File: src/rtl/spqvt_pkg.sv
package spqvt_pkg;

  localparam int CfgW        = 14;
  localparam int CfgIdxW     = 3;
  localparam int CordicSteps = 14;
  localparam int QuotW       = 16;

  localparam logic [CfgW-1:0] ViewportWReset = 14'd1280;
  localparam logic [CfgW-1:0] ViewportHReset = 14'd720;
  localparam logic [CfgW-1:0] TextureWReset  = 14'd256;
  localparam logic [CfgW-1:0] TextureHReset  = 14'd256;

  // CORDIC start vector: 1/K in Q1.14.
  localparam logic signed [17:0] CordicX0 = 18'sd9949;

  typedef enum logic [CfgIdxW-1:0] {
    REG_VIEWPORT_W = 3'd0,
    REG_VIEWPORT_H = 3'd1,
    REG_TEXTURE_W  = 3'd2,
    REG_TEXTURE_H  = 3'd3
  } cfg_reg_t;

  typedef struct packed {
    logic signed [15:0] pos_x;
    logic signed [15:0] pos_y;
    logic signed [15:0] scale_x;
    logic signed [15:0] scale_y;
    logic [15:0]        rect_x;
    logic [15:0]        rect_y;
    logic [15:0]        rect_w;
    logic [15:0]        rect_h;
    logic signed [15:0] pivot_x;
    logic signed [15:0] pivot_y;
    logic [15:0]        angle;
  } request_t;

  typedef struct packed {
    logic [1:0]         corner;
    logic signed [15:0] ndc_x;
    logic signed [15:0] ndc_y;
    logic signed [15:0] tex_u;
    logic signed [15:0] tex_v;
    logic               last;
  } result_t;

  // One corner as it leaves the sequencer.
  typedef struct packed {
    logic [1:0]         corner;
    logic signed [17:0] ax;
    logic signed [17:0] ay;
    logic signed [15:0] scale_x;
    logic signed [15:0] scale_y;
    logic signed [15:0] pos_x;
    logic signed [15:0] pos_y;
    logic [16:0]        tx;
    logic [16:0]        ty;
    logic [15:0]        angle;
  } corner_t;

  // Geometry that rides along the CORDIC pipeline.
  typedef struct packed {
    logic [1:0]         corner;
    logic signed [33:0] dx;
    logic signed [33:0] dy;
    logic signed [15:0] pos_x;
    logic signed [15:0] pos_y;
    logic [16:0]        tx;
    logic [16:0]        ty;
  } geom_t;

  function automatic logic signed [17:0] atan_val(input int i);
    logic signed [17:0] r;
    case (i)
      0:       r = 18'sd8192;
      1:       r = 18'sd4836;
      2:       r = 18'sd2555;
      3:       r = 18'sd1297;
      4:       r = 18'sd651;
      5:       r = 18'sd326;
      6:       r = 18'sd163;
      7:       r = 18'sd81;
      8:       r = 18'sd41;
      9:       r = 18'sd20;
      10:      r = 18'sd10;
      11:      r = 18'sd5;
      12:      r = 18'sd3;
      default: r = 18'sd1;
    endcase
    return r;
  endfunction

  function automatic logic signed [15:0] sat16(input logic signed [18:0] v);
    logic signed [15:0] r;
    if (v > 19'sd32767) begin
      r = 16'sh7FFF;
    end else if (v < -19'sd32768) begin
      r = 16'sh8000;
    end else begin
      r = v[15:0];
    end
    return r;
  endfunction

endpackage

File: src/rtl/spqvt_cordic.sv
module spqvt_cordic (
  input  logic               clk,
  input  logic               rst,
  input  logic               in_valid,
  input  logic [15:0]        angle,
  input  spqvt_pkg::geom_t   in_geom,
  output logic               out_valid,
  output logic signed [17:0] cos_q,
  output logic signed [17:0] sin_q,
  output spqvt_pkg::geom_t   out_geom
);

  localparam int N = spqvt_pkg::CordicSteps;

  logic signed [17:0] xs [0:N];
  logic signed [17:0] ys [0:N];
  logic signed [17:0] zs [0:N];
  logic [1:0]         qd [0:N];
  spqvt_pkg::geom_t   gp [0:N];
  logic               vld [0:N];

  logic [1:0]  quad_in;
  logic [15:0] zred;

  // Nearest quarter turn is split off and reapplied exactly at the end.
  always_comb begin
    quad_in = angle[15:14] + {1'b0, angle[13]};
    zred    = angle - {quad_in, 14'd0};
  end

  always_ff @(posedge clk) begin
    if (rst) begin
      vld[0] <= 1'b0;
    end else begin
      vld[0] <= in_valid;
    end
  end

  always_ff @(posedge clk) begin
    xs[0] <= spqvt_pkg::CordicX0;
    ys[0] <= 18'sd0;
    zs[0] <= $signed({{2{zred[15]}}, zred});
    qd[0] <= quad_in;
    gp[0] <= in_geom;
  end

  for (genvar i = 0; i < N; i++) begin : g_step
    always_ff @(posedge clk) begin
      if (rst) begin
        vld[i+1] <= 1'b0;
      end else begin
        vld[i+1] <= vld[i];
      end
    end

    always_ff @(posedge clk) begin
      if (zs[i] >= 18'sd0) begin
        xs[i+1] <= xs[i] - (ys[i] >>> i);
        ys[i+1] <= ys[i] + (xs[i] >>> i);
        zs[i+1] <= zs[i] - spqvt_pkg::atan_val(i);
      end else begin
        xs[i+1] <= xs[i] + (ys[i] >>> i);
        ys[i+1] <= ys[i] - (xs[i] >>> i);
        zs[i+1] <= zs[i] + spqvt_pkg::atan_val(i);
      end
      qd[i+1] <= qd[i];
      gp[i+1] <= gp[i];
    end
  end

  always_ff @(posedge clk) begin
    if (rst) begin
      out_valid <= 1'b0;
    end else begin
      out_valid <= vld[N];
    end
  end

  always_ff @(posedge clk) begin
    out_geom <= gp[N];
    unique case (qd[N])
      2'd1: begin
        cos_q <= -ys[N];
        sin_q <= xs[N];
      end
      2'd2: begin
        cos_q <= -xs[N];
        sin_q <= -ys[N];
      end
      2'd3: begin
        cos_q <= ys[N];
        sin_q <= -xs[N];
      end
      default: begin
        cos_q <= xs[N];
        sin_q <= ys[N];
      end
    endcase
  end

endmodule

File: config.mk
export PLATFORM = sky130hd
export DESIGN_NAME = spqvt_cordic
export DESIGN_NICKNAME = d
export VERILOG_FILES = /design/src/rtl/spqvt_pkg.sv /design/src/rtl/spqvt_cordic.sv
export SDC_FILE = /design/constraint.sdc
export NUM_CORES = 2
export LEC_CHECK = 0
export BUFFER_PORTS_ARGS = -buffer_cell sky130_fd_sc_hd__buf_2
export CORE_MARGIN = 4
export CORE_UTILIZATION = 55
export CTS_CLUSTER_SIZE = 25
export DETAILED_ROUTE_END_ITERATION = 6
export PLACE_DENSITY_LB_ADDON = 0.15
export SETUP_SLACK_MARGIN = 0.05
export SYNTH_ARGS = -nofsm -noshare
export SYNTH_HDL_FRONTEND = slang
export SYNTH_SLANG_ARGS = --single-unit
File: constraint.sdc
create_clock -name clk -period 5.4 [get_ports clk]
set_input_delay 1.08 -clock clk [delete_from_list [all_inputs] [get_ports clk]]
set_output_delay 1.08 -clock clk [all_outputs]
set_load 0.01 [all_outputs]
==> metrics <==
CP endpoint kind=flop; Period Utilization, post-route=between 80% and 90%; Crit Path Class=reg2reg; setup TNS=0 ns; I/O pins=328; Sink Count=2955; Yosys reg bits=2955; Yosys top cell by area=dfxtp_1; Synth cell types=just under 80; Starting Density=between 50 and 60%; Longest Clk Path Bufs=4; RSZ-0062 raised after global routing=false; RePlAce Congestion=about 0.88; Syn Std Cell Area=93800 um2; die area=~180000 um2; met1 global-route usage=21.7%; skew final=0.0552 ns; Max Cap Viol=0; sequential share of the synthesized area=63.1%; clk root buf=clkbuf_16; Max Freq=224 MHz; Final nets=9278; type of origin of the critical path=flop; Slew headroom=between 15 and 20%; Mean Syn Cell Area=12.0 um2; share of Yosys cell area claimed by the top area cell type=63.1%; Die W=421 um; Cells after Synth=around 8000; worst slew pin tran=~1.2 ns; worst min path class=in2reg; routing usage on met3=a little over 3%; gr busiest metal=met2; Synth Warn #=0; 1st-iter DRT viols=about 2500; Hold Violations, Final=0; ys flop type=dfxtp_1; crit path max fanout=26; Setup Buffers After CTS=0; setup violators final=0; DR pass1 iterations=5; leading post-synthesis cells by cell area=dfxtp_1 (63%), ha_1 (9.0%), xnor2_1 (4.9%), a21oi_1 (2.6%), xor2_1 (2.3%); Final Core Density=63.8%; status=complete, no violations; Layout fillers=12975; share of cells above drive strength 1=10.3%; Total GRT Usage=18.5%; vias in the first global route=54938; antenna violations before repair=0; PortBufs=327; Inserted Clock Buffers=295; first-pass GRT wire length=273000 um; H-tree depth=5; core area=169000 um2; row cnt=151; Final ANT Viol Nets=0; critical path arrival=roughly 5.3 ns; Final Critical Period=between 4 and 5 ns; Worst-path clk slew=0.06 ns; detailed-route DRC error count=0; FFs w/ async S/R, synth=0%; P&R area growth vs syn=15.2%; met2 usage=33.8%; post-place setup slack=0.979 ns; via count=54146; Die Y=about 420 um; routed len/inst=15.2 um; drt via density=5.00; final wirelength=about 160000 um; grt ovf=0; number of synthesized flops with an enable pin=0; max-slew violation count=0; Clk Latency, worst-skew pair=0.89 ns; Worst Path Required=6.19 ns; CTS resizes=0; fin worst setup slack=0.929 ns; largest net degree at the start of global routing=slightly below 70; CTS tree=done; cts hold-fix bufs=0; dpl hpwl=118000 um
==> worst max-delay path: stages (launching register included) <==
cell	delay, ns
dfxtp_1	0.31
inv_1	0.11
ha_1	0.15
nor4b_1	0.22
nand4_1	0.13
nor4_1	0.38
nor2_1	0.07
buf_4	0.24
inv_1	0.41
nor2_1	0.11
xor2_1	0.16
ha_1	0.34
nor2b_1	0.15
o21ai_0	0.21
a21boi_0	0.19
o31ai_1	0.45
a21oi_1	0.23
a221oi_1	0.38
xnor2_1	0.16
==> state kept, by name (all words and copies together), names as in the netlist, 15 cells and up <==
| name | cells |
|---|---|
| xs | 232 |
| out_geom | 136 |
| sin_q | 18 |
| ys | 232 |
| vld | 15 |
| cos_q | 18 |
| gp | 2040 |
| zs | 233 |
| qd | 30 |
==> through the flow <==
stage / cells / hold slack (ns) / area [um2]
floorplan: 7826 / 0.310 / 93800
global placement: 10332 / 0.309 / 98200
detailed placement: 10332 / 0.312 / 98200
CTS: 10832 / 0.196 / 108000
global route: 10832 / 0.211 / 108000
finish: 10833 / 0.282 / 108000
==> synthesized netlist by cell type, drive strengths merged (9+ instances only) <==
| master | count |
|---|---|
| nand3 | 77 |
| a21o | 270 |
| o31a | 16 |
| xor2 | 249 |
| a311o | 13 |
| mux2i | 21 |
| a221oi | 18 |
| and2 | 9 |
| o31ai | 46 |
| or4 | 23 |
| nand3b | 10 |
| clkbuf | 51 |
| a311oi | 10 |
| o21bai | 51 |
| or2 | 30 |
| mux2 | 11 |
| and3 | 48 |
| nor2 | 409 |
| o2111ai | 10 |
| ha | 673 |
| fa | 39 |
| nor3 | 103 |
| a21oi | 489 |
| inv | 356 |
| nand2b | 95 |
| nor2b | 151 |
| nor4 | 62 |
| or3 | 56 |
| and4 | 9 |
| o41ai | 29 |
| a21boi | 24 |
| a31oi | 31 |
| dfxtp | 2955 |
| o311ai | 9 |
| nand4 | 26 |
| nor4b | 13 |
| nand2 | 268 |
| xnor2 | 522 |
| o22ai | 20 |
| o211ai | 15 |
| buf | 17 |
| o21a | 80 |
| o21ai | 293 |
| a211oi | 38 |
==> routing by layer <==
layer | part of all wire (%) | wire length, um
met1 | 43 | 70200
met3 | 3.5 | 5760
met4 | 3.5 | 5730
met2 | 50 | 83300
met5 | 0 | 0
==> cell type report <==
type	count	area, um2	share of cell area [%]
tap	2218	2780	2.57
antenna	1	2.50	0.00232
clock buffer	389	8400	7.77
inverter	360	1350	1.25
timing repair buffer	356	1850	1.72
multi-input combinational	4443	33000	30.6
sequential	2955	59200	54.7
clock inverter	111	1510	1.40
==> layout by cell type (no fill, tap or decap), types with 268 or more instances in the layout <==
cell type / n
buf_2: 327
o21ai_0: 293
dfxtp_1: 2954
inv_1: 356
ha_1: 673
nor2_1: 409
nand2_1: 268
xnor2_1: 522
a21oi_1: 489
clkbuf_16: 301
a21o_1: 270
==> kinds of logic after synthesis <==
kind of cell / count (synthesis) / synth area share, %
AO/OA/AOI/OAI: 1525 / 10.4
buffers and inverters: 428 / 1.72
adder cells (fa/ha/maj): 712 / 9.81
XOR/XNOR: 771 / 7.20
other: 2 / 0.00801
AND/OR/NAND/NOR: 1397 / 7.43
multiplexers: 34 / 0.408
flip-flops: 2955 / 63.1
==> path summary, 6_finish.rpt <==
check | endpoint | from | slack [ns] | cells after the start
worst min register to register | gp[5][92] | gp[4][92] | 0.29 | 0
worst min-delay path | gp[0][112] | in_geom[112] | 0.28 | 1
worst max register to register | ys[1][34] | zs[0][53] | 0.93 | 18
worst max-delay path | ys[1][34] | zs[0][53] | 0.93 | 18
Power is not shown: default switching activity piles up to over one toggle a cycle in this logic, so the estimate is an artifact.
