File: config.mk
export PLATFORM = sky130hd
export DESIGN_NAME = spqvt_div
export DESIGN_NICKNAME = d
export VERILOG_FILES = /design/src/rtl/spqvt_pkg.sv /design/src/rtl/spqvt_div.sv
export SDC_FILE = /design/constraint.sdc
export NUM_CORES = 1
export LEC_CHECK = 0
export BUFFER_PORTS_ARGS = -buffer_cell sky130_fd_sc_hd__clkbuf_2
export CAP_MARGIN = 30
export CORE_ASPECT_RATIO = 0.7
export CORE_MARGIN = 5
export CORE_UTILIZATION = 50
export CTS_BUF_LIST = sky130_fd_sc_hd__clkbuf_8
export DETAILED_ROUTE_END_ITERATION = 12
export PLACE_DENSITY = 0.69
export SKIP_CTS_REPAIR_TIMING = 1
export SYNTH_ARGS = -nofsm -noshare
export SYNTH_HDL_FRONTEND = slang
export SYNTH_SLANG_ARGS = --single-unit
File: constraint.sdc
create_clock -name clk -period 3.1 [get_ports clk]
set_input_delay 0.62 -clock clk [delete_from_list [all_inputs] [get_ports clk]]
set_output_delay 0.62 -clock clk [all_outputs]
set_load 0.03 [all_outputs]
File: src/rtl/spqvt_pkg.sv
package spqvt_pkg;

  localparam int CfgW        = 14;
  localparam int CfgIdxW     = 3;
  localparam int CordicSteps = 14;
  localparam int QuotW       = 16;

  localparam logic [CfgW-1:0] ViewportWReset = 14'd1280;
  localparam logic [CfgW-1:0] ViewportHReset = 14'd720;
  localparam logic [CfgW-1:0] TextureWReset  = 14'd256;
  localparam logic [CfgW-1:0] TextureHReset  = 14'd256;

  // CORDIC start vector: 1/K in Q1.14.
  localparam logic signed [17:0] CordicX0 = 18'sd9949;

  typedef enum logic [CfgIdxW-1:0] {
    REG_VIEWPORT_W = 3'd0,
    REG_VIEWPORT_H = 3'd1,
    REG_TEXTURE_W  = 3'd2,
    REG_TEXTURE_H  = 3'd3
  } cfg_reg_t;

  typedef struct packed {
    logic signed [15:0] pos_x;
    logic signed [15:0] pos_y;
    logic signed [15:0] scale_x;
    logic signed [15:0] scale_y;
    logic [15:0]        rect_x;
    logic [15:0]        rect_y;
    logic [15:0]        rect_w;
    logic [15:0]        rect_h;
    logic signed [15:0] pivot_x;
    logic signed [15:0] pivot_y;
    logic [15:0]        angle;
  } request_t;

  typedef struct packed {
    logic [1:0]         corner;
    logic signed [15:0] ndc_x;
    logic signed [15:0] ndc_y;
    logic signed [15:0] tex_u;
    logic signed [15:0] tex_v;
    logic               last;
  } result_t;

  // One corner as it leaves the sequencer.
  typedef struct packed {
    logic [1:0]         corner;
    logic signed [17:0] ax;
    logic signed [17:0] ay;
    logic signed [15:0] scale_x;
    logic signed [15:0] scale_y;
    logic signed [15:0] pos_x;
    logic signed [15:0] pos_y;
    logic [16:0]        tx;
    logic [16:0]        ty;
    logic [15:0]        angle;
  } corner_t;

  // Geometry that rides along the CORDIC pipeline.
  typedef struct packed {
    logic [1:0]         corner;
    logic signed [33:0] dx;
    logic signed [33:0] dy;
    logic signed [15:0] pos_x;
    logic signed [15:0] pos_y;
    logic [16:0]        tx;
    logic [16:0]        ty;
  } geom_t;

  function automatic logic signed [17:0] atan_val(input int i);
    logic signed [17:0] r;
    case (i)
      0:       r = 18'sd8192;
      1:       r = 18'sd4836;
      2:       r = 18'sd2555;
      3:       r = 18'sd1297;
      4:       r = 18'sd651;
      5:       r = 18'sd326;
      6:       r = 18'sd163;
      7:       r = 18'sd81;
      8:       r = 18'sd41;
      9:       r = 18'sd20;
      10:      r = 18'sd10;
      11:      r = 18'sd5;
      12:      r = 18'sd3;
      default: r = 18'sd1;
    endcase
    return r;
  endfunction

  function automatic logic signed [15:0] sat16(input logic signed [18:0] v);
    logic signed [15:0] r;
    if (v > 19'sd32767) begin
      r = 16'sh7FFF;
    end else if (v < -19'sd32768) begin
      r = 16'sh8000;
    end else begin
      r = v[15:0];
    end
    return r;
  endfunction

endpackage

File: src/rtl/spqvt_div.sv
module spqvt_div #(
  parameter int NW = 45,
  parameter int DW = 15,
  parameter int QW = spqvt_pkg::QuotW,
  parameter int SW = 1
) (
  input  logic          clk,
  input  logic          rst,
  input  logic          in_valid,
  input  logic [NW-1:0] num,
  input  logic [DW-1:0] den,
  input  logic [SW-1:0] side_in,
  output logic          out_valid,
  output logic [QW-1:0] quot,
  output logic          ovf,
  output logic [SW-1:0] side_out
);

  localparam int RW = DW + QW;
  localparam int CW = (NW > RW) ? NW : RW;

  logic [RW-1:0] rem  [0:QW];
  logic [DW-1:0] dv   [0:QW];
  logic [QW-1:0] qb   [0:QW];
  logic          of   [0:QW];
  logic [SW-1:0] sd   [0:QW];
  logic          vld  [0:QW];

  logic [CW-1:0] num_c;
  logic [CW-1:0] den_top;

  // A quotient that does not fit in QW bits only raises the overflow flag.
  assign num_c   = CW'(num);
  assign den_top = CW'({den, {QW{1'b0}}});

  always_ff @(posedge clk) begin
    if (rst) begin
      vld[0] <= 1'b0;
    end else begin
      vld[0] <= in_valid;
    end
  end

  always_ff @(posedge clk) begin
    rem[0] <= num_c[RW-1:0];
    dv[0]  <= den;
    qb[0]  <= '0;
    of[0]  <= (num_c >= den_top);
    sd[0]  <= side_in;
  end

  for (genvar s = 0; s < QW; s++) begin : g_bit
    logic [RW:0] trial;
    assign trial = {1'b0, rem[s]} - {1'b0, (RW'(dv[s]) << (QW - 1 - s))};

    always_ff @(posedge clk) begin
      if (rst) begin
        vld[s+1] <= 1'b0;
      end else begin
        vld[s+1] <= vld[s];
      end
    end

    always_ff @(posedge clk) begin
      if (!trial[RW]) begin
        rem[s+1] <= trial[RW-1:0];
        qb[s+1]  <= qb[s] | (QW'(1) << (QW - 1 - s));
      end else begin
        rem[s+1] <= rem[s];
        qb[s+1]  <= qb[s];
      end
      dv[s+1] <= dv[s];
      of[s+1] <= of[s];
      sd[s+1] <= sd[s];
    end
  end

  assign out_valid = vld[QW];
  assign quot      = qb[QW];
  assign ovf       = of[QW];
  assign side_out  = sd[QW];

endmodule

==> metrics <==
initial antenna violation count=1; Clock transition at path regs=roughly 0.06 ns; number of buffers added on ports=82; Logic pwr share=roughly 36%; initial detailed-routing violation count=between 1500 and 2000; die boundary height=roughly 230 um; net switching power of the design=between 0.01 and 0.015 W; Data arrival, critical path=around 3.7 ns; setup repair after global routing missed its margin=yes; buffer depth of the longest clock path=3; share of synthesized registers carrying an async set or reset=0%; overall fraction of global-route tracks in use=17.5%; total CTS buffers=140; peak fanout along the critical path=4; shortest period the worst path allows=approximately 3 ns; sum of internal, switching and leakage power=0.0415 W; share of power burned in the clock network=a little under a quarter; vias post-DR=roughly 24000; total number of nets in the final design=roughly 4000; switch share=around a third; status=complete, no violations; number of search-and-repair iterations in the first detailed-routing pass=5; cell chosen for the clock root=clkbuf_8; Yosys Warn Count=0; filler cell count in the final layout=5892; worst min path class=in -> reg; distinct cell type count of the synthesized netlist=82; required time of the critical path=3.81 ns; most instantiated flip-flop cell in the synthesis netlist=dfxtp_1; peak clock frequency supported by timing=333 MHz; Slowest Stage Delay on Critical Path=roughly 0.81 ns; number of instances in the synthesized netlist=3487; Core Footprint=roughly 0.070 mm2; Post-DP Area=0.0370 mm2; cells along the critical path=inv_1, ha_2, fa_2, nor2b_2, o31a_1, o211ai_1, buf_4, a31oi_1, buf_4, a2111oi_0, buf_4, nand3_1, o21ai_0; Max Cap Viol=0; weighted congestion reported at the end of routability-driven placement=0.863; transition time at the pin with the least slew margin=0.887 ns; total power divided by cell area=1020 mW/mm2; final worst clock skew=0.0428 ns; post-detailed-route DRC marker count=0; endpoint class of the critical path=register; syn_area_per_cell=approximately 10 um2; P_int=0.0271 W; Top-Level Pins=just over 80; worst voltage drop across the vdd grid=around 0.46 mV; cell area after technology mapping=around 0.035 mm2; count of final setup violators=0; Final ANT Viol Nets=0; placed wire-length estimate=around 49 mm; worst slew slack as a fraction of its limit=roughly two fifths; ratio of final minimum period to clock period=97.0%; CP delay by family, top=compound AO/OA/AOI/OAI gates; worst path buffer plus inverter count=4; number of global-route vias before repair=about 23000; final global-route overflow total=0; CTS H-Tree Depth=4; number of placement rows=81; CP startpoint kind=register; starting density of the core=between 50% and 60%; first-pass GRT wire length=~110 mm; number of failing hold endpoints at the final stage=0; Seq cells post-synth=~920; source-to-sink clock delay at the later pin of the worst-skew pair=around 0.8 ns; ratio of cells with drive above 1 in the final layout=a little under an eighth; part of the Yosys area used for sequential elements=a little over half; leakage power=around 18 nW; Die Span X=around 330 um; nets in the synthesized netlist=about 3800; area growth from synthesis to layout=15.6%; TritonCTS clock tree=done; type of the setup path with the least slack=reg -> reg; worst hold slack across all endpoints=0.0668 ns; final standard cell area without fillers=roughly 0.04 mm2; slowest cell on the critical path=a2111oi_0; clock sink count=approximately 900; Die Outline Area=around 0.076 mm2; count of pins over their slew limit=0; total wire length=roughly 70 mm; drt via density=between 5 and 6; number of flops mapped to enable cells by yosys=0; maximum number of pins on one net before global-route repair=34; crit-path most repeated cell=buf_4; fraction of power consumed by sequential logic=a little over 40%; average detailed-routed wire length per instance=14.2 um
## placed cells by master, fill, tap and decap left out, drive strengths merged, types with 21 or more instances in the layout
cell / netlist / layout
clkinv: 0 / 21
dlygate4sd3: 0 / 48
and3: 21 / 21
o211ai: 24 / 24
nor2b: 49 / 49
o21a: 47 / 47
nor3: 87 / 87
o31ai: 30 / 30
ha: 254 / 254
nand2b: 54 / 54
xnor2: 143 / 143
mux2: 51 / 51
or3: 37 / 37
nand2: 206 / 206
xor2: 103 / 103
nor2: 213 / 213
o21ai: 205 / 205
buf: 12 / 70
nor4: 39 / 39
nand3: 45 / 45
clkbuf: 50 / 254
a21o: 73 / 73
dfxtp: 923 / 923
a211oi: 23 / 23
a21oi: 212 / 212
inv: 323 / 368
## worst paths after layout
kind	from	endpoint	slack, ns	cells after the start
hold reg to reg	rem[3][9]$_DFF_P_	rem[4][9]$_DFF_P_	0.31	0
hold / removal	num[35]	of[0][0]$_DFF_P_	0.07	3
setup / recovery	rem[14][1]$_DFF_P_	rem[15][27]$_DFF_P_	0.09	13
setup reg to reg	rem[14][1]$_DFF_P_	rem[15][27]$_DFF_P_	0.09	13
## per-layer routing
metal	global-route usage [%]	routed length, um
met5	0	0
met4	5.85	1170
met3	4.46	4180
met2	23.8	26600
met1	26.8	36200
## state kept, by name, indices dropped and copies added, names as in the netlist
name	flops
qb	136
dv	240
rem	496
of	17
sd	17
vld	17
## through the flow
stage	setup WS, ns	util, %	setup TNS, ns	instances
6_report	0.0939	58.2	0	4786
5_1_grt	-0.0205	58.2	-0.0766	4786
4_1_cts	-0.107	57.0	-0.540	4723
3_5_place_dp	-0.0638	53.0	-0.117	4478
3_3_place_gp	0.0235	53.0	0	4478
2_1_floorplan	0.182	-	0	3487
## cell families after synthesis
family	Yosys count	synth area share, %
adders and majority gates	269	9.89
buffers and inverters	385	4.16
and+or+nand+nor	857	12.2
xor gates and xnor gates	246	6.12
muxes	53	1.69
AOI/OAI and AO/OA	754	13.5
DFF	923	52.5
## layout make-up
type	count	area, um2	area share [%]
flip-flops and latches	923	18500	45.5
multi-input cells	2179	15500	38.0
clock buffers	170	2340	5.75
repair buffers	202	1550	3.80
inverters	323	1210	2.99
well taps	913	1140	2.81
clock inverters	75	478	1.18
diodes	1	2.50	0.00615
## cells in the mapped netlist, drive strengths merged (21+ instances only)
cell,count,area share (%)
clkbuf,50,0.53
nand2,206,2.2
o31ai,30,0.64
o211ai,24,0.51
nand2b,54,0.96
a211oi,23,0.49
inv,323,3.4
nor4,39,0.71
a21o,73,1.6
nor2,213,2.3
xor2,103,2.6
nor2b,49,0.87
or3,37,0.66
ha,254,9.0
and3,21,0.37
nor3,87,1.2
dfxtp,923,53
o21ai,205,2.9
mux2,51,1.6
a21oi,212,3.0
o21a,47,1.0
xnor2,143,3.6
nand3,45,0.64
## power by group through the flow
stage          sequential (W)  combinational, W  clock (W)
6_report               0.0168            0.0148    0.00990
5_1_grt                0.0171            0.0166     0.0109
4_1_cts                0.0167            0.0143     0.0103
3_5_place_dp           0.0170            0.0142          0
3_3_place_gp           0.0170            0.0139          0
2_1_floorplan          0.0163            0.0114          0
## worst min-delay path: cells and delay by family
family	cells	cell delay [ns]
AOI/OAI and AO/OA	1	0.07
buffers and inverters	1	0.08
and+or+nand+nor	1	0.04
(Power assumes the default switching activity.)
