### src/rtl/spqvt_pkg.sv
package spqvt_pkg;

  localparam int CfgW        = 14;
  localparam int CfgIdxW     = 3;
  localparam int CordicSteps = 14;
  localparam int QuotW       = 16;

  localparam logic [CfgW-1:0] ViewportWReset = 14'd1280;
  localparam logic [CfgW-1:0] ViewportHReset = 14'd720;
  localparam logic [CfgW-1:0] TextureWReset  = 14'd256;
  localparam logic [CfgW-1:0] TextureHReset  = 14'd256;

  // CORDIC start vector: 1/K in Q1.14.
  localparam logic signed [17:0] CordicX0 = 18'sd9949;

  typedef enum logic [CfgIdxW-1:0] {
    REG_VIEWPORT_W = 3'd0,
    REG_VIEWPORT_H = 3'd1,
    REG_TEXTURE_W  = 3'd2,
    REG_TEXTURE_H  = 3'd3
  } cfg_reg_t;

  typedef struct packed {
    logic signed [15:0] pos_x;
    logic signed [15:0] pos_y;
    logic signed [15:0] scale_x;
    logic signed [15:0] scale_y;
    logic [15:0]        rect_x;
    logic [15:0]        rect_y;
    logic [15:0]        rect_w;
    logic [15:0]        rect_h;
    logic signed [15:0] pivot_x;
    logic signed [15:0] pivot_y;
    logic [15:0]        angle;
  } request_t;

  typedef struct packed {
    logic [1:0]         corner;
    logic signed [15:0] ndc_x;
    logic signed [15:0] ndc_y;
    logic signed [15:0] tex_u;
    logic signed [15:0] tex_v;
    logic               last;
  } result_t;

  // One corner as it leaves the sequencer.
  typedef struct packed {
    logic [1:0]         corner;
    logic signed [17:0] ax;
    logic signed [17:0] ay;
    logic signed [15:0] scale_x;
    logic signed [15:0] scale_y;
    logic signed [15:0] pos_x;
    logic signed [15:0] pos_y;
    logic [16:0]        tx;
    logic [16:0]        ty;
    logic [15:0]        angle;
  } corner_t;

  // Geometry that rides along the CORDIC pipeline.
  typedef struct packed {
    logic [1:0]         corner;
    logic signed [33:0] dx;
    logic signed [33:0] dy;
    logic signed [15:0] pos_x;
    logic signed [15:0] pos_y;
    logic [16:0]        tx;
    logic [16:0]        ty;
  } geom_t;

  function automatic logic signed [17:0] atan_val(input int i);
    logic signed [17:0] r;
    case (i)
      0:       r = 18'sd8192;
      1:       r = 18'sd4836;
      2:       r = 18'sd2555;
      3:       r = 18'sd1297;
      4:       r = 18'sd651;
      5:       r = 18'sd326;
      6:       r = 18'sd163;
      7:       r = 18'sd81;
      8:       r = 18'sd41;
      9:       r = 18'sd20;
      10:      r = 18'sd10;
      11:      r = 18'sd5;
      12:      r = 18'sd3;
      default: r = 18'sd1;
    endcase
    return r;
  endfunction

  function automatic logic signed [15:0] sat16(input logic signed [18:0] v);
    logic signed [15:0] r;
    if (v > 19'sd32767) begin
      r = 16'sh7FFF;
    end else if (v < -19'sd32768) begin
      r = 16'sh8000;
    end else begin
      r = v[15:0];
    end
    return r;
  endfunction

endpackage

### src/rtl/spqvt_front.sv
module spqvt_front (
  input  logic                clk,
  input  logic                rst,
  input  logic                start,
  input  spqvt_pkg::request_t req,
  output logic                busy,
  output logic                out_valid,
  output spqvt_pkg::corner_t  out_item
);

  spqvt_pkg::request_t sprite;
  spqvt_pkg::corner_t  item_next;
  logic                active;
  logic [1:0]          cnt;
  logic                accept;
  logic                zero;
  logic [15:0]         wsel;
  logic [15:0]         hsel;

  assign busy   = active && (cnt != 2'd3);
  assign accept = start && !busy;
  assign zero   = (req.scale_x == 16'sd0) || (req.scale_y == 16'sd0) ||
                  (req.rect_w == 16'd0) || (req.rect_h == 16'd0);

  always_ff @(posedge clk) begin
    if (rst) begin
      active    <= 1'b0;
      cnt       <= 2'd0;
      out_valid <= 1'b0;
    end else begin
      out_valid <= active;
      if (accept) begin
        active <= !zero;
        cnt    <= 2'd0;
      end else if (active) begin
        cnt <= cnt + 2'd1;
        if (cnt == 2'd3) begin
          active <= 1'b0;
        end
      end
    end
  end

  always_ff @(posedge clk) begin
    if (accept) begin
      sprite <= req;
    end
    out_item <= item_next;
  end

  always_comb begin
    wsel = cnt[0] ? sprite.rect_w : 16'd0;
    hsel = cnt[1] ? sprite.rect_h : 16'd0;
    item_next.corner  = cnt;
    item_next.ax      = $signed({2'b00, wsel}) -
                        $signed({{2{sprite.pivot_x[15]}}, sprite.pivot_x});
    item_next.ay      = $signed({2'b00, hsel}) -
                        $signed({{2{sprite.pivot_y[15]}}, sprite.pivot_y});
    item_next.scale_x = sprite.scale_x;
    item_next.scale_y = sprite.scale_y;
    item_next.pos_x   = sprite.pos_x;
    item_next.pos_y   = sprite.pos_y;
    item_next.tx      = {1'b0, sprite.rect_x} + {1'b0, wsel};
    item_next.ty      = {1'b0, sprite.rect_y} + {1'b0, hsel};
    item_next.angle   = sprite.angle;
  end

endmodule

### config.mk
export PLATFORM = sky130hd
export DESIGN_NAME = spqvt_front
export DESIGN_NICKNAME = d
export VERILOG_FILES = /design/src/rtl/spqvt_pkg.sv /design/src/rtl/spqvt_front.sv
export SDC_FILE = /design/constraint.sdc
export NUM_CORES = 1
export LEC_CHECK = 0
export BUFFER_PORTS_ARGS = -buffer_cell sky130_fd_sc_hd__clkbuf_2
export CAP_MARGIN = 20
export CORE_MARGIN = 1
export CORE_UTILIZATION = 52
export DETAILED_ROUTE_END_ITERATION = 7
export HOLD_SLACK_MARGIN = 0.03
export PLACE_DENSITY = 0.78
export REMOVE_ABC_BUFFERS = 1
export SLEW_MARGIN = 20
export SYNTH_ARGS = -nofsm -noshare
export SYNTH_HDL_FRONTEND = slang
export SYNTH_SLANG_ARGS = --single-unit
### constraint.sdc
create_clock -name clk -period 7.5 [get_ports clk]
set_input_delay 1.5 -clock clk [delete_from_list [all_inputs] [get_ports clk]]
set_output_delay 1.5 -clock clk [all_outputs]
set_load 0.005 [all_outputs]
==> metrics.md, run 1 <==
| Metric | Value |
|---|---|
| Top cells by area, synth | edfxtp_1 43%, dfxtp_1 26%, ha_1 6.0% |
| Number of clock buffers inserted by TritonCTS | 31 |
| Final Slew Violations | 0 |
| Vias/cell | roughly 5.1 |
| Routed wire length | 25300 um |
| Vias | 8091 |
| Largest family of logic cells by synthesized area | compound AO/OA/AOI/OAI gates |
| Fmax | 312 MHz |
| Longest Clk Path Bufs | 3 |
| Post-route cell area | 15300 sq um |
| P_int | around 3100 uW |
| Clk_lat worst skew | 0.55 ns |
| RSZ-0062 raised after global routing | false |
| Crit path time final | about 3.2 ns |
| Global Route Usage Sum | 0.205 |
| Synthesized area per cell | 13.8 sq um |
| Worst slew pin tran | 1.02 ns |
| DR iter-0 viols | 448 |
| Synth Warn # | 0 |
| Area growth syn-to-layout | 25.0% |
| Top cell type's share of synthesized area | 0.432 |
| Layout cells sized above 1 | 0.326 |
| Final nets | ~1500 |
| Power Density | 262 nW/um^2 |
| Die Wd | 155 um |
| Final HPWL DP | around 19000 um |
| CTS Hold Bufs | 0 |
| CP arrival | 1.70 ns |
| Post-synth EDFFs | about 180 |
| Clk pin slew, worst setup/hold paths | 0.06 ns |
| XOR/XNOR Fraction of Synth Area | 0.0459 |
| FP Rows | between 50 and 60 |
| Post-Route Setup TNS | 0 ns |
| First-pass GRT wire length | 38600 um |
| Cell area after synthesis | about 12000 sq um |
| Placed Instance Area | 14200 sq um |
| Root Buffer | clkbuf_16 |
| P_leak | 0.00680 uW |
| WP data required | 6.00 ns |
| Number of setup buffers added after CTS | 0 |
| Number of remaining DRC errors | 0 |
| Die Y | 155 um |
| Sw Ratio | 0.217 |
| Critical Path Fanout Max | 36 |
| Startpoint types | flop |
| CTS tree | done |
| Rel. slew slack | 0.322 |
| Register bit total from synthesis | ~330 |
| Gate power share | 0.084 |
| Core Region | 22800 sq um |
| P_sw | 869 uW |
| Min-Delay Path Class | flop to flop |
| Most common flop cell mapped by yosys | edfxtp_1 |
| IO Count | 333 |
| Clock H-tree levels | 1 |
| Yosys cell types | between 70 and 80 |
| Async S/R FF share, synth | 0 |
| Final setup violation count | 0 |
| Mux share of post-synthesis cell area | 0.00164 |
| Synth top cells by count | 176 x edfxtp_1, 156 x dfxtp_1, 59 x ha_1 |
| Initial antenna violation count | 4 |
| Adder-Cell Fraction of Synth Area | 0.0612 |
| Sequential cell area fraction in the yosys report | 0.688 |
| Synth Area in Simple Gates | 0.0741 |
| CTS Sinks | 332 |
| MaxCap Viol Count | 0 |
| Mapped Cells | between 800 and 900 |
| Hold WS | roughly 0.34 ns |
| Initial Utilization | 0.535 |
| Compound-Gate Fraction of Synth Area | 0.107 |
| Largest net degree at the start of global routing | 79 |
| DRT antenna net count | 0 |
| Count leader, synth | edfxtp_1 |
| Hold Fails Final Rpt | 0 |
| Port buffer count | 332 |
| CP Capture Type | output pin |
| Outcome | completed |
| Vias in the first global route | around 8000 |
| Clock power share | 0.393 |
| Post-synth top area cell | edfxtp_1 |
| Final period utilization | 0.427 |
| Die area | 24100 sq um |
| Wire length per cell | 16.1 um |
| Routability cong. | 0.919 |
| GRT overflow | 0 |
| Skew final | 0.0105 ns |
| Resized Gates After CTS | 0 |
| First drt pass iteration count | 5 |
| Max IR drop VDD | around 0.25 mV |
| WS Path Type | flop to output pin |
| Sequential power share | 0.523 |
==> cells by family (layout without fill, tap and decap cells) <==
| family | after synthesis | count (layout) |
|---|---|---|
| XOR/XNOR | 64 | 64 |
| flip-flops | 332 | 332 |
| AO/OA/AOI/OAI | 189 | 189 |
| multiplexers | 2 | 2 |
| buffers and inverters | 65 | 441 |
| other | 0 | 2 |
| adder cells (fa/ha/maj) | 60 | 60 |
| AND/OR/NAND/NOR | 172 | 172 |
==> registers in the layout (all words and copies together), names as in the netlist <==
| signal | cells |
|---|---|
| sprite | 96 |
| item_next | 80 |
| cnt | 2 |
| active | 1 |
| out_valid | 1 |
| out_item | 152 |
==> layout make-up <==
cell class	count	area, sq um
tap	313	392
clock inverter	16	169
timing repair buffer	336	1690
sequential	332	8410
inverter	48	180
antenna	2	5.00
clock buffer	41	885
multi-input combinational	487	3550
fill	1714	7570
==> cells in the final DEF (no fill, tap or decap), drive strengths merged, types with 11 or more instances in the layout <==
| master | count |
|---|---|
| a21oi | 53 |
| inv | 50 |
| ha | 59 |
| xor2 | 18 |
| a31oi | 11 |
| nand2 | 44 |
| edfxtp | 176 |
| dfxtp | 156 |
| and2 | 26 |
| nor4 | 16 |
| nor2 | 28 |
| clkbuf | 373 |
| o21ai | 33 |
| a21o | 27 |
| xnor2 | 46 |
==> power by group through the flow <==
stage	sequential (uW)	clock (uW)	combinational, uW
6_report	2090	1570	336
5_1_grt	2110	1670	372
4_1_cts	2100	1610	339
3_5_place_dp	2130	0	335
3_3_place_gp	2130	0	328
2_1_floorplan	2140	0	157
==> final timing paths <==
kind	from	endpoint	slack [ns]	cells after the start
max	cnt[1]$_SDFFE_PP0P_	busy	4.30	5
min	item_next[88]$_DFFE_PP_	out_item[88]$_DFF_P_	0.34	0
max reg2reg	cnt[1]$_SDFFE_PP0P_	out_item[32]$_DFF_P_	4.35	12
min reg2reg	item_next[88]$_DFFE_PP_	out_item[88]$_DFF_P_	0.34	0
==> worst max-delay path: stages (launching register included) <==
cell and delay [ns]:
dfxtp_1 0.30, buf_4 0.30, ha_1 0.20, nand2b_1 0.17, inv_1 0.06, clkbuf_2 0.11
==> per-stage QoR <==
stage,std cells,total power (uW),worst slack (ns),utilization
final,1575,4010,4.30,0.669
after global routing,1573,4150,4.05,0.668
after CTS,1573,4040,4.26,0.668
after detailed placement,1516,2470,3.78,0.622
after global placement,1516,2460,3.83,0.622
after floorplan,867,2300,1.41,-
==> routing by layer <==
layer / GRT usage / vias to the layer above / share of wire / wire length [um]
met5: 0 / - / 0.00099 / 25
met4: 0.0882 / 4 / 0.038 / 967
met3: 0.0577 / 70 / 0.078 / 1980
met2: 0.353 / 308 / 0.49 / 12400
met1: 0.241 / 3753 / 0.39 / 9920
li1: - / 3956 / - / -
No activity file was read; power rests on OpenSTA's default activity.
==> inputs of run 2 (changes only) <==
--- a/config.mk
+++ b/config.mk
@@ -5,13 +5,14 @@
 export SDC_FILE = /design/constraint.sdc
 export NUM_CORES = 1
 export LEC_CHECK = 0
+export ABC_AREA = 1
 export BUFFER_PORTS_ARGS = -buffer_cell sky130_fd_sc_hd__clkbuf_2
 export CAP_MARGIN = 20
 export CORE_MARGIN = 1
-export CORE_UTILIZATION = 52
+export CORE_UTILIZATION = 53
 export DETAILED_ROUTE_END_ITERATION = 7
 export HOLD_SLACK_MARGIN = 0.03
-export PLACE_DENSITY = 0.78
+export PLACE_DENSITY = 0.79
 export REMOVE_ABC_BUFFERS = 1
 export SLEW_MARGIN = 20
 export SYNTH_ARGS = -nofsm -noshare
==> constraint.sdc (replaced) <==
create_clock -name clk -period 3.05 [get_ports clk]
set_input_delay 0.61 -clock clk [delete_from_list [all_inputs] [get_ports clk]]
set_output_delay 0.61 -clock clk [all_outputs]
set_load 0.005 [all_outputs]
==> metrics.md, run 2 <==
| Metric | Value |
|---|---|
| Rel. slew slack | 0.674 |
| Top cell type's share of synthesized area | 0.419 |
| Yosys cell types | 29 |
| Worst r2r dst | out_item[144]$_DFF_P_ |
| Reg2Reg Setup Slack | roughly 0.83 ns |
| P_sw | ~2300 uW |
| CP Cell Sequence | buf_4 -> nand2_2 -> inv_1 -> nand2_1 -> nand2_1 -> inv_1 -> ha_1 -> nor2_1 -> inv_1 -> nand3_1 -> nand2_1 -> nand2_1 -> nand2_2 -> nand2_1 -> nand2_1 -> nand2_1 -> nand2_1 |
| Global Route Usage Sum | 0.245 |
| Routed wire length | 29800 um |
| Worst path slowest cell | dfxtp_1 |
| CTS tree | done |
| Skew final | ~0.014 ns |
| First-pass GRT wire length | roughly 45000 um |
| Vias | between 9000 and 10000 |
| Initial Utilization | 0.539 |
| Final setup violation count | 0 |
| Fmax | 450 MHz |
| P_leak | just under 0.008 uW |
| P_int | 8150 uW |
| Max reg flops | 152 |
| Synthesized area per cell | 10.9 sq um |
| Area growth syn-to-layout | 26.6% |
| Register bit total from synthesis | 332 |
| Synth Warn # | 0 |
| Final Slew Violations | 0 |
| Most common flop cell mapped by yosys | edfxtp_1 |
| Sequential power share | 0.493 |
| IO Count | ~330 |
| Port buffer count | 332 |
| Number of setup buffers added after CTS | 0 |
| Commonest non-fill, non-tap cell in the layout | clkbuf_2 |
| Crit path time final | 2.22 ns |
| Die Y | 156 um |
| FP Rows | 56 |
| Top cells by area, synth | edfxtp_1 42%, dfxtp_1 25%, nand2_1 8.2% |
| Post-synth top area cell | edfxtp_1 |
| Layout cells sized above 1 | 0.266 |
| Most flop-heavy register | out_item |
| # placed instances | 1816 |
| Sequential cell area fraction in the yosys report | 0.667 |
| RSZ-0062 raised after global routing | false |
| Commonest cells after routing, fill and taps aside | 332 x clkbuf_2, 276 x nand2_1, 176 x edfxtp_1 |
| Mapped Cells | about 1200 |
| Power Density | between 600 and 700 nW/um^2 |
| Hold WS | 0.273 ns |
| Wire length per cell | 15.9 um |
| Final HPWL DP | 23300 um |
| Synth top cells by count | 276 x nand2_1, 176 x edfxtp_1, 156 x dfxtp_1 |
| Hold Path Stages | 1 |
| Worst hold endpoint | item_next[74]$_DFFE_PP_ |
| Die Wd | 156 um |
| Final nets | between 1500 and 2000 |
| GRT overflow | 0 |
| CTS Hold Bufs | 0 |
| Largest net degree at the start of global routing | 47 |
| Sw Ratio | 0.218 |
| WS Path Type | flop to flop |
| Slowest stage delay, CP | ~0.37 ns |
| Clk_lat worst skew | 0.51 ns |
| Clock power share | 0.425 |
| Longest Clk Path Bufs | 3 |
| Routability cong. | 0.943 |
| Multi-input logic area | 3610 sq um |
| Clk pin slew, worst setup/hold paths | 0.06 ns |
| Resized Gates After CTS | 0 |
| Sequential cell area | 8410 sq um |
| Post-Route Setup TNS | 0 ns |
| Final period utilization | 0.728 |
| Number of clock buffers inserted by TritonCTS | 34 |
| Post-synth EDFFs | ~180 |
| DRT antenna net count | 0 |
| Root Buffer | clkbuf_16 |
| Vias in the first global route | around 9000 |
| Setup ws final | 0.830 ns |
| Initial antenna violation count | 1 |
| Async S/R FF share, synth | 0 |
| Hold path start | req[168] |
| Vias/cell | 4.86 |
| DR iter-0 viols | 548 |
| Outcome | completed |
| Worst slew pin tran | 0.489 ns |
| Clock H-tree levels | 2 |
| Max IR drop VDD | 0.552 mV |
| Count leader, synth | nand2_1 |
| MaxCap Viol Count | 0 |
| WP data required | 3.44 ns |
| First drt pass iteration count | 6 |
| Startpoint types | flop |
| Hold Fails Final Rpt | 0 |
| Core Region | 23400 sq um |
| Cell area after synthesis | 12600 sq um |
| Worst R2R Start | cnt[0]$_SDFFE_PP0P_ |
| Number of remaining DRC errors | 0 |
| Critical Path Fanout Max | 22 |
| CP Capture Type | flop |
| Final Non-Filler Cells | 1879 |
| Worst R2R Path Depth | 17 |
| Min-Delay Path Class | input port to flop |
| CTS Sinks | 332 |
| Final core occ | 0.682 |
| Die area | ~24000 sq um |
| CP most frequent cell | nand2_1 |
| Gate power share | 0.082 |
| CP arrival | 2.61 ns |
| Fillcell total | 1784 |
| Post-place setup slack | 0.860 ns |
run 2: cell count changes after synthesis, moves of 16 or more:
cell,delta
xnor2_1,-43
nor2_1,+81
nand2_1,+235
a21o_1,-16
inv_1,+101
a21oi_1,-16
nand3_1,+47
and2_1,-22
run 2: power by group through the flow:
stage / Clock [uW] / Combinational, uW / Sequential, uW
floorplan: 0 / 385 / 5250
global placement: 0 / 842 / 5220
detailed placement: 0 / 856 / 5230
CTS: 4510 / 861 / 5140
global route: 4690 / 957 / 5160
finish: 4430 / 859 / 5130
run 2: cells by family after synthesis:
kind of cell / count (synthesis) / share of synthesized area
buf+inv: 154 / 0.0470
xor+xnor: 31 / 0.0215
simple gates: 506 / 0.170
fa+ha+maj: 59 / 0.0585
compound gates: 78 / 0.0365
flops: 332 / 0.667
run 2: worst max path at each step:
| stage | from | cells after the start | to | slack (ns) |
|---|---|---|---|---|
| 3_3_place_gp | cnt[0]$_SDFFE_PP0P_ | 11 | out_item[146]$_DFF_P_ | 0.90 |
| 6_report | cnt[0]$_SDFFE_PP0P_ | 17 | out_item[144]$_DFF_P_ | 0.83 |
| 2_1_floorplan | cnt[0]$_SDFFE_PP0P_ | 5 | cnt[1]$_SDFFE_PP0P_ | -2.13 |
| 4_1_cts | cnt[0]$_SDFFE_PP0P_ | 17 | out_item[144]$_DFF_P_ | 0.83 |
| 5_1_grt | cnt[1]$_SDFFE_PP0P_ | 10 | out_item[31]$_DFF_P_ | 0.58 |
| 3_5_place_dp | cnt[0]$_SDFFE_PP0P_ | 17 | out_item[47]$_DFF_P_ | 0.86 |
run 2: metal layers:
metal | routed length [um] | global-route usage
met1 | 12400 | 0.301
met2 | 14100 | 0.412
met3 | 2460 | 0.0762
met4 | 823 | 0.0784
met5 | 0 | 0
run 2: area by class of cell:
cell class,instances,area share
clock inverter,17,0.0176
multi-input combinational,674,0.226
clock buffer,45,0.0585
timing repair buffer,341,0.111
antenna,1,0.000157
sequential,332,0.527
tap,319,0.0250
inverter,150,0.0356
run 2: worst max-delay path: cells and delay by family (launching register included):
kind	cells	cell delay (ns)
fa+ha+maj	1	0.19
buf+inv	4	0.52
simple gates	12	1.02
flops	1	0.37
run 2: stage by stage:
stage | cell area, sq um | total power, uW
6_report | 16000 | 10400
4_1_cts | 16000 | 10500
3_5_place_dp | 14800 | 6090
5_1_grt | 16000 | 10800
3_3_place_gp | 14800 | 6060
2_1_floorplan | 12600 | 5630
==> inputs of run 3 (changes only) <==
==> constraint.sdc (replaced) <==
create_clock -name clk -period 2.2 [get_ports clk]
set_input_delay 0.44 -clock clk [delete_from_list [all_inputs] [get_ports clk]]
set_output_delay 0.44 -clock clk [all_outputs]
set_load 0.005 [all_outputs]
==> metrics.md, run 3 (synthesized netlist as in run 2, its figures left out) <==
| Metric | Value |
|---|---|
| Routability cong. | 0.969 |
| Power Density | 890 nW/um^2 |
| Clock power share | 0.416 |
| Routed wire length | approximately 30000 um |
| CTS tree | done |
| Post-place setup slack | 0.0524 ns |
| Commonest non-fill, non-tap cell in the layout | clkbuf_2 |
| DR iter-0 viols | between 500 and 600 |
| Min-Delay Path Class | input port to flop |
| Clock H-tree levels | 2 |
| MaxCap Viol Count | 0 |
| Global Route Usage Sum | 0.243 |
| Clk_lat worst skew | 0.51 ns |
| Final Non-Filler Cells | 1879 |
| Vias | around 9200 |
| Sequential power share | 0.501 |
| Number of clock buffers inserted by TritonCTS | 35 |
| P_sw | 3170 uW |
| Layout cells sized above 1 | 0.271 |
| Sw Ratio | 0.223 |
| First drt pass iteration count | 5 |
| Initial antenna violation count | 0 |
| IO Count | 333 |
| Max IR drop VDD | roughly 0.80 mV |
| Crit path time final | 2.00 ns |
| # placed instances | 1815 |
| P_int | roughly 11000 uW |
| DRT antenna net count | 0 |
| Worst Path Buf+Inv | 4 |
| Clk pin slew, worst setup/hold paths | 0.06 ns |
| Vias in the first global route | just under 9000 |
| P_leak | 0.00789 uW |
| Final period utilization | 0.911 |
| FP Rows | 56 |
| Crit path max-delay family | simple AND/OR/NAND/NOR gates |
| Rel. slew slack | 0.693 |
| Initial Utilization | 0.539 |
| Hold Fails Final Rpt | 0 |
| Final HPWL DP | 23100 um |
| Critical Path Fanout Max | 17 |
| Final Slew Violations | 0 |
| Core Region | 23400 sq um |
| Outcome | completed |
| CP Capture Type | flop |
| CP most frequent cell | nand2_1 |
| CTS Hold Bufs | 0 |
| Root Buffer | clkbuf_16 |
| Vias/cell | 4.89 |
| CP arrival | 2.40 ns |
| Final core occ | 0.683 |
| Final setup violation count | 0 |
| Slowest stage delay, CP | 0.37 ns |
| Die Y | 156 um |
| Longest Clk Path Bufs | 3 |
| Fmax | 499 MHz |
| CTS Sinks | 332 |
| Die area | about 24000 sq um |
| Worst slew pin tran | roughly 0.46 ns |
| WS Path Type | flop to flop |
| Wire length per cell | 15.9 um |
| Largest net degree at the start of global routing | 77 |
| GRT overflow | 0 |
| Final nets | 1771 |
| WP data required | roughly 2.6 ns |
| PnR Total Power | 14200 uW |
| CP Cell Sequence | buf_12 -> nand2_2 -> inv_1 -> nand2_2 -> nand2_1 -> inv_1 -> ha_1 -> inv_1 -> nand2_2 -> nand2_1 -> nand3_1 -> nand3_1 -> nand2_1 -> nand2_1 -> nand2_1 -> nand2_1 -> nand2_1 |
| Port buffer count | 332 |
| Setup ws final | a little under 0.2 ns |
| Most flop-heavy register | out_item |
| Inserted Diodes | 0 |
| Startpoint types | flop |
| Area growth syn-to-layout | 26.7% |
| Gate power share | 0.083 |
| Number of remaining DRC errors | 0 |
| First-pass GRT wire length | 44900 um |
| RSZ-0062 raised after global routing | true |
| Commonest cells after routing, fill and taps aside | 332 x clkbuf_2, 275 x nand2_1, 176 x edfxtp_1 |
| Skew final | 0.00935 ns |
| Die Wd | 156 um |
| Max reg flops | 152 |
| Worst path slowest cell | dfxtp_2 |
run 3: cell types whose count changed in the layout (fill, tap and decap cells not counted), sizes merged:
| cell | change |
|---|---|
| clkbuf | +4 |
| diode | -1 |
| bufinv | -4 |
| buf | -1 |
| clkinv | +2 |
run 3: stage by stage:
step	setup TNS, ns	hold slack, ns	instance area, sq um
global route	-0.0169	0.0805	16000
detailed placement	0	0.327	14800
global placement	0	0.324	14800
CTS	0	0.0851	15900
floorplan	-506.86	0.323	12600
finish	0	0.102	16000
run 3: final cells by class:
cell class	count	area, sq um
sequential	332	8410
fill	1804	7430
multi-input combinational	674	3640
timing repair buffer	340	1780
clock buffer	49	1010
inverter	150	568
tap	319	399
clock inverter	15	163
run 3: worst paths after layout:
check | to | from | slack [ns] | cells after the start
max | out_item[47]$_DFF_P_ | cnt[0]$_SDFFE_PP0P_ | 0.20 | 17
min | item_next[61]$_DFFE_PP_ | req[155] | 0.10 | 1
max reg2reg | out_item[47]$_DFF_P_ | cnt[0]$_SDFFE_PP0P_ | 0.20 | 17
min reg2reg | out_item[13]$_DFF_P_ | item_next[13]$_DFFE_PP_ | 0.34 | 0
run 3: what timing repair did:
action	4_1_cts	5_1_grt
resized for setup	0	10
endpoints found under the setup margin	0	16
setup buffers	0	0
run 3: power groups by stage:
stage	Sequential [uW]	Combinational (uW)	Clock, uW
after detailed placement	7250	1180	0
after global placement	7240	1160	0
after floorplan	7270	533	0
after global routing	7160	1320	6220
after CTS	7120	1190	6000
final	7120	1190	5910
run 3: layer usage:
layer,part of all wire,GRT usage,wire [um],vias to the layer above
met3,0.085,0.0684,2540,61
met2,0.47,0.401,13900,364
met5,0,0,0,-
li1,-,-,-,4581
met4,0.026,0.0794,789,0
met1,0.42,0.309,12600,4174
